`src/kcl_pkg.sv`:
```
// Package for the keypad code lock: key codes, event codes, pass codes,
// widths and the result struct shared by the core and the top level.
// No dependencies.
package kcl_pkg;

	localparam int CODE_LENGTH_DEF = 10;
	localparam int KEY_W = 4;
	localparam int PLACE_W = 4;
	localparam int FAIL_W = 4;
	localparam int SAVED_W = 40;

	localparam logic [PLACE_W-1:0] BLANK_PLACE = 4'hF;
	localparam logic [KEY_W-1:0] KEY_ENTER = 4'd10;
	localparam logic [KEY_W-1:0] KEY_CHANGE = 4'd11;
	localparam logic [FAIL_W-1:0] MAX_FAILS = 4'd15;
	localparam logic [FAIL_W-1:0] THRESHOLD_RESET = 4'd3;

	typedef enum logic [3:0] {
		EV_DIGIT = 4'd0,
		EV_WRONG = 4'd1,
		EV_WRONG_ALARM = 4'd2,
		EV_UNLOCKED = 4'd3,
		EV_CHANGE_BEGUN = 4'd4,
		EV_FIRST_DONE = 4'd5,
		EV_CHANGE_OK = 4'd6,
		EV_CHANGE_FAILED = 4'd7,
		EV_CANCELLED = 4'd8,
		EV_IGNORED = 4'd9
	} kcl_event_t;

	typedef enum logic [1:0] {
		PASS_NONE = 2'd0,
		PASS_FIRST = 2'd1,
		PASS_CONFIRM = 2'd2
	} kcl_pass_t;

	typedef struct packed {
		kcl_event_t ev;
		logic door_open;
		logic close_door;
		logic change_mode;
		kcl_pass_t entry_pass;
		logic [FAIL_W-1:0] fail_count;
		logic [SAVED_W-1:0] saved_code;
	} kcl_result_t;

endpackage

```
`src/kcl_core.sv`:
```
// Lock state and per-key update logic of the keypad code lock.
// Holds the code registers, door, change and failure state; depends on kcl_pkg.
module kcl_core import kcl_pkg::*; #(
	parameter int CODE_LENGTH = CODE_LENGTH_DEF
) (
	input logic clk,
	input logic arst_n,
	input logic step,
	input logic [KEY_W-1:0] key,
	input logic [FAIL_W-1:0] threshold,
	output kcl_result_t result
);

	localparam int CODE_W = CODE_LENGTH * PLACE_W;
	localparam logic [CODE_W-1:0] BLANK_CODE = {CODE_LENGTH{BLANK_PLACE}};

	logic [CODE_W-1:0] entry_q, first_q, confirm_q, stored_q;
	logic [CODE_W-1:0] entry_d, first_d, confirm_d, stored_d;
	logic open_q, open_d;
	logic in_change_q, in_change_d;
	kcl_pass_t pass_q, pass_d;
	logic [FAIL_W-1:0] fail_q, fail_d, fail_inc;
	logic [SAVED_W-1:0] first_packed;
	kcl_event_t ev;
	logic close;
	logic save;

	// Newest place sits in the low nibble; keep only the low SAVED_W bits, zero-extending a shorter code.
	if (CODE_W >= SAVED_W) begin : g_saved_trunc
		assign first_packed = first_q[SAVED_W-1:0];
	end else begin : g_saved_ext
		assign first_packed = {{(SAVED_W-CODE_W){1'b0}}, first_q};
	end

	assign fail_inc = (fail_q < MAX_FAILS) ? fail_q + 1'b1 : fail_q;

	always_comb begin
		entry_d = entry_q;
		first_d = first_q;
		confirm_d = confirm_q;
		stored_d = stored_q;
		open_d = open_q;
		in_change_d = in_change_q;
		pass_d = pass_q;
		fail_d = fail_q;
		ev = EV_IGNORED;
		close = 1'b0;
		save = 1'b0;
		if (key <= KEY_CHANGE) begin
			if (!in_change_q) begin
				if (!open_q && key < KEY_ENTER) begin
					entry_d = {entry_q[CODE_W-PLACE_W-1:0], key};
					ev = EV_DIGIT;
				end else if (!open_q && key == KEY_ENTER) begin
					if (entry_q == stored_q) begin
						open_d = 1'b1;
						fail_d = '0;
						ev = EV_UNLOCKED;
					end else begin
						fail_d = fail_inc;
						ev = (fail_inc >= threshold) ? EV_WRONG_ALARM : EV_WRONG;
					end
					// every check leaves a blank entry
					entry_d = BLANK_CODE;
				end else if (open_q && key == KEY_CHANGE) begin
					entry_d = BLANK_CODE;
					first_d = BLANK_CODE;
					confirm_d = BLANK_CODE;
					in_change_d = 1'b1;
					pass_d = PASS_FIRST;
					ev = EV_CHANGE_BEGUN;
				end
			end else if (key == KEY_CHANGE) begin
				in_change_d = 1'b0;
				open_d = 1'b0;
				pass_d = PASS_NONE;
				entry_d = BLANK_CODE;
				first_d = BLANK_CODE;
				confirm_d = BLANK_CODE;
				close = 1'b1;
				ev = EV_CANCELLED;
			end else if (pass_q == PASS_FIRST) begin
				if (key < KEY_ENTER) begin
					first_d = {first_q[CODE_W-PLACE_W-1:0], key};
					ev = EV_DIGIT;
				end else begin
					pass_d = PASS_CONFIRM;
					ev = EV_FIRST_DONE;
				end
			end else if (pass_q == PASS_CONFIRM) begin
				if (key < KEY_ENTER) begin
					confirm_d = {confirm_q[CODE_W-PLACE_W-1:0], key};
					ev = EV_DIGIT;
				end else begin
					if (first_q == confirm_q) begin
						stored_d = first_q;
						save = 1'b1;
						ev = EV_CHANGE_OK;
					end else begin
						ev = EV_CHANGE_FAILED;
					end
					in_change_d = 1'b0;
					open_d = 1'b0;
					pass_d = PASS_NONE;
					first_d = BLANK_CODE;
					confirm_d = BLANK_CODE;
					close = 1'b1;
				end
			end
		end
	end

	always_comb begin
		result.ev = ev;
		result.door_open = open_d;
		result.close_door = close;
		result.change_mode = in_change_d;
		result.entry_pass = pass_d;
		result.fail_count = fail_d;
		result.saved_code = save ? first_packed : '0;
	end

	always_ff @(posedge clk or negedge arst_n) begin
		if (!arst_n) begin
			entry_q <= BLANK_CODE;
			first_q <= BLANK_CODE;
			confirm_q <= BLANK_CODE;
			stored_q <= BLANK_CODE;
			open_q <= 1'b0;
			in_change_q <= 1'b0;
			pass_q <= PASS_NONE;
			fail_q <= '0;
		end else if (step) begin
			entry_q <= entry_d;
			first_q <= first_d;
			confirm_q <= confirm_d;
			stored_q <= stored_d;
			open_q <= open_d;
			in_change_q <= in_change_d;
			pass_q <= pass_d;
			fail_q <= fail_d;
		end
	end

	a_change_has_pass: assert property (@(posedge clk) disable iff (!arst_n)
		in_change_q |-> (pass_q == PASS_FIRST || pass_q == PASS_CONFIRM))
		else $error("change mode without an entry pass");

	a_idle_no_pass: assert property (@(posedge clk) disable iff (!arst_n)
		!in_change_q |-> pass_q == PASS_NONE)
		else $error("entry pass set outside change mode");

	a_change_door_open: assert property (@(posedge clk) disable iff (!arst_n)
		in_change_q |-> open_q)
		else $error("change mode with the door locked");

	a_unlock_clears: assert property (@(posedge clk) disable iff (!arst_n)
		(step && result.ev == EV_UNLOCKED) |=> (open_q && fail_q == '0))
		else $error("unlock did not open the door or clear failures");

	a_close_locks: assert property (@(posedge clk) disable iff (!arst_n)
		(step && result.close_door) |=> (!open_q && !in_change_q))
		else $error("close request left the door open or change active");

endmodule

```
`src/keypad_code_lock.sv`:
```
// Keypad code lock top level: input register, lock core and result register.
// Depends on kcl_pkg and kcl_core.
//
// Usage: one key code per word arrives on key with key_valid; the block
// holds it off with key_stall. Each key gives exactly one result word on
// event_res, door_open, close_door, change_mode, entry_pass, fail_count and
// saved_code, qualified by res_valid and held off by res_stall.
// A word is taken at a rising edge with valid high and stall low.
// Throughput: one key per cycle while res_stall is low; the lock state is
// updated by the compare and shift logic between the input and result
// registers. While res_stall holds a waiting result, the key in the input
// register waits too and key_stall rises; nothing is dropped. The user must
// write alarm_threshold with alarm_threshold_we only while the block is
// idle; the block itself does not enforce this. Reset clears both pipeline
// stages, blanks all code registers, locks the door, clears the failure
// count and sets the threshold to 3.
module keypad_code_lock import kcl_pkg::*; #(
	parameter int CODE_LENGTH = CODE_LENGTH_DEF
) (
	input logic clk,
	input logic arst_n,
	input logic alarm_threshold_we,
	input logic [FAIL_W-1:0] alarm_threshold,
	input logic key_valid,
	output logic key_stall,
	input logic [KEY_W-1:0] key,
	output logic res_valid,
	input logic res_stall,
	output logic [3:0] event_res,
	output logic door_open,
	output logic close_door,
	output logic change_mode,
	output logic [1:0] entry_pass,
	output logic [FAIL_W-1:0] fail_count,
	output logic [SAVED_W-1:0] saved_code
);

	logic [FAIL_W-1:0] threshold_q;
	logic [KEY_W-1:0] key_s1;
	logic valid_s1;
	logic valid_s2;
	kcl_result_t result_s2;
	kcl_result_t result;
	logic advance;
	logic step;

	// advance when the result register is empty or being taken
	assign advance = !valid_s2 || !res_stall;
	assign step = valid_s1 && advance;
	assign key_stall = valid_s1 && !advance;

	always_ff @(posedge clk or negedge arst_n) begin
		if (!arst_n) begin
			threshold_q <= THRESHOLD_RESET;
		end else if (alarm_threshold_we) begin
			threshold_q <= alarm_threshold;
		end
	end

	always_ff @(posedge clk or negedge arst_n) begin
		if (!arst_n) begin
			valid_s1 <= 1'b0;
		end else if (!key_stall) begin
			valid_s1 <= key_valid;
		end
	end

	always_ff @(posedge clk) begin
		if (!key_stall && key_valid) begin
			key_s1 <= key;
		end
	end

	kcl_core #(
		.CODE_LENGTH(CODE_LENGTH)
	) u_core (
		.clk(clk),
		.arst_n(arst_n),
		.step(step),
		.key(key_s1),
		.threshold(threshold_q),
		.result(result)
	);

	always_ff @(posedge clk or negedge arst_n) begin
		if (!arst_n) begin
			valid_s2 <= 1'b0;
		end else if (advance) begin
			valid_s2 <= valid_s1;
		end
	end

	always_ff @(posedge clk) begin
		if (step) begin
			result_s2 <= result;
		end
	end

	assign res_valid = valid_s2;
	assign event_res = result_s2.ev;
	assign door_open = result_s2.door_open;
	assign close_door = result_s2.close_door;
	assign change_mode = result_s2.change_mode;
	assign entry_pass = result_s2.entry_pass;
	assign fail_count = result_s2.fail_count;
	assign saved_code = result_s2.saved_code;

endmodule
```
`config.mk`:
```
export PLATFORM = sky130hd
export DESIGN_NAME = keypad_code_lock
export DESIGN_NICKNAME = d
export VERILOG_FILES = /design/src/kcl_pkg.sv /design/src/kcl_core.sv /design/src/keypad_code_lock.sv
export SDC_FILE = /design/constraint.sdc
export NUM_CORES = 1
export LEC_CHECK = 0
export CAP_MARGIN = 20
export CELL_PAD_IN_SITES_DETAIL_PLACEMENT = 1
export CELL_PAD_IN_SITES_GLOBAL_PLACEMENT = 2
export CORE_MARGIN = 10
export CORE_UTILIZATION = 46
export DETAILED_ROUTE_END_ITERATION = 10
export DONT_BUFFER_PORTS = 1
export PLACE_DENSITY = 0.86
export SYNTH_ARGS = -nofsm -noshare
export SYNTH_HDL_FRONTEND = slang
export SYNTH_HIERARCHICAL = 1
export SYNTH_SLANG_ARGS = --single-unit
export TNS_END_PERCENT = 20
```
`constraint.sdc`:
```
create_clock -name clk -period 10.2 [get_ports clk]
set_input_delay 2.04 -clock clk [delete_from_list [all_inputs] [get_ports clk]]
set_output_delay 2.04 -clock clk [all_outputs]
set_load 0.03 [all_outputs]
```
==> flow_summary.ini <==
[setup_path]
path_max_fanout = 3
cp.required_ns = 8.16
slowest_delay_ns = 0.25
worstPathArrival_ns = 2.38
end_kind = output port
worst_setup_path_start_kind = primary input
crit_slowest_cell = inv_1
crit_type = primary input to output port
critPathBufInv = 1
critPathTopFamily = buffers and inverters
worstPathCellList = nand3_1 -> inv_1

[global_routing]
antenna_found_initial = 0
grt_usage_pct = 18.9
globalRouteOverflowTotal = 0
grt_max_degree = 175
grt_pass1_vias = 7230
grt_pass1_wl_mm = 43.4

[synth]
synth.cell_area_um2 = 10600
synthDistinctLibCells = 47
synth-edff-count = 57
synth-async-reset-ratio_pct = 75.3
synth.avg_cell_area_um2 = 11.0
yosys_warnings = 6
synth_flop_cell = dfstp_2
seq_area_frac_synth_pct = 59.2
synth_nets = 982
synth-seq-cells = 231
netlist_instances = 962

[power_and_ir_drop]
leakage_nw = 4.98
power_w = 0.00294
power_switching_w = 0.000919
comb_power_share_pct = 15.4
swShare_pct = 31.3
p_seq_share_pct = 52.6
p_int_w = 0.00202
ir_worst_vdd_v = 0.000119
clkPwrFrac_pct = 32.0
p_per_area_nw_per_um2 = 253

[clock_network]
cts.sinks = 231
cts_tree = built
ctsResizeCount = 0
cts_buffers = 27
clk_pin_slew_worst_paths_ns = 0.06
cts_hold_buffers = 0
cts-htree-levels = 1
cts-root-to-sink-buffers = 3
insertion_delay_ns = 0.54
post_cts_buffers = 0
cts_root_buf = clkbuf_16

[placed_design]
portBuffers = 0
dp_hpwl_mm = 17.7
gp_congestion = 0.839
post-place-ws_ns = 5.59

[detailed_routing]
dr.pass1.iters = 5
vias_per_cell = 5.48
drtIter0Drc = 574
vias = 6856
wl_met3_mm = 1.06
ant_nets = 0
drc = 0
met1_length_mm = 12.5
wl_per_cell_um = 21.9
maxUsedRoutingLayer = met4
drt-total-wl_mm = 27.4
wl_met2_mm = 13.5

[timing]
final_hold_viol_count = 0
setup_viol = 0
setup-tns-final_ns = 0
max_freq_mhz = 226
slew_viol_final = 0
finalCriticalPeriod_ns = 4.42
rsz0062_at_grt = false
tightest_slew_ns = 0.805
skew_ns = 0.0198
slew_headroom_pct = 46.3
hold_slack_ns = 0.477
period_share_pct = 43.3
setup_ws_ns = 5.78

[die]
dieArea_um2 = 29500
io_pins = 68
rows = 55
die_w_um = 172
coreArea_um2 = 22600
initial_utilization_pct = 46.8
die_h_um = 172

[layout]
final_common_cell = nor2_1
drive_gt1_share_pct = 27.3
insertedDiodeCount = 0
final_nets = 965
layout_common_cells = nor2_1, dfstp_2, nand2_1
area_growth_pct = 9.93

[job]
drv_cap = 0

[hold_path]
hp-class = flip-flop to flip-flop

[status]
status = finished, final reports clean
metrics by stage:
| stage | cell area (um^2) | cells | util, % |
|---|---|---|---|
| global placement | 10800 | 1201 | 47.6 |
| finish | 11600 | 1250 | 51.4 |
| floorplan | 10600 | 962 | - |
| CTS | 11600 | 1250 | 51.4 |
| global route | 11600 | 1250 | 51.4 |
| detailed placement | 10800 | 1201 | 47.6 |
cell usage after synthesis, types with 16 or more instances:
cell      number  area share [%]
o21ai_1       84             4.0
xnor2_1       34             2.8
dfstp_2      162              40
nand2_1      103             3.7
a21oi_1       41             1.9
and2_1        42             2.5
mux2_4        40             5.7
clkbuf_1      44             1.6
edfxtp_1      57              16
nor4_1        16            0.95
nor2_1       169             6.0
xor2_1        48             4.0
metal layers:
metal  track usage, %  vias to the layer above
met5                0                        -
met4             4.16                        0
met3             2.64                       31
met2             31.1                      100
met1             25.8                     3513
li1                 -                     3212
path summary, 6_finish.rpt:
check / cells after the start / slack, ns / from / to
worst max-delay path: 2 / 5.78 / res_stall / key_stall
worst min-delay path: 2 / 0.48 / u_core/entry_q[38] / u_core/entry_q[38]
worst max register to register: 6 / 7.02 / res_valid / u_core/stored_q[11]
worst min register to register: 2 / 0.48 / u_core/entry_q[38] / u_core/entry_q[38]
max in group asynchronous: 0 / 8.53 / arst_n / u_core/entry_q[33]
min in group asynchronous: 0 / 1.30 / arst_n / u_core/pass_q[1]
final cells by class:
class	count	area, um^2
Clock buffer	40	795
Tap cell	285	357
Timing Repair Buffer	10	75.1
Sequential cell	231	6270
Fill cell	2373	11000
Clock inverter	9	76.3
Inverter	13	48.8
Multi-Input combinational cell	662	4020
cells by family after synthesis:
| group | count (synthesis) | share of synthesized area [%] |
|---|---|---|
| multiplexers | 48 | 6.51 |
| flip-flops | 231 | 59.2 |
| AND/OR/NAND/NOR | 365 | 15.1 |
| adder cells (fa/ha/maj) | 7 | 0.827 |
| buffers and inverters | 69 | 3.24 |
| AO/OA/AOI/OAI | 160 | 8.35 |
| XOR/XNOR | 82 | 6.78 |
state kept, by name, indices dropped and copies added (netlist names), 2 cells and up:
signal / cells
u_core/fail_q: 4
u_core/first_packed: 40
threshold_q: 4
saved_code: 40
u_core/confirm_q: 40
event_res: 4
u_core/pass_q: 2
u_core/stored_q: 40
fail_count: 4
u_core/entry_q: 40
entry_pass: 2
key_s1: 4
power by group through the flow:
stage          sequential, W  combinational, W  clock (W)
2_1_floorplan        0.00142          0.000359          0
3_3_place_gp         0.00155          0.000428          0
5_1_grt              0.00157          0.000525    0.00101
3_5_place_dp         0.00156          0.000454          0
4_1_cts              0.00155          0.000461   0.000963
6_report             0.00155          0.000453   0.000941
Power figures use the tool's default switching activity.
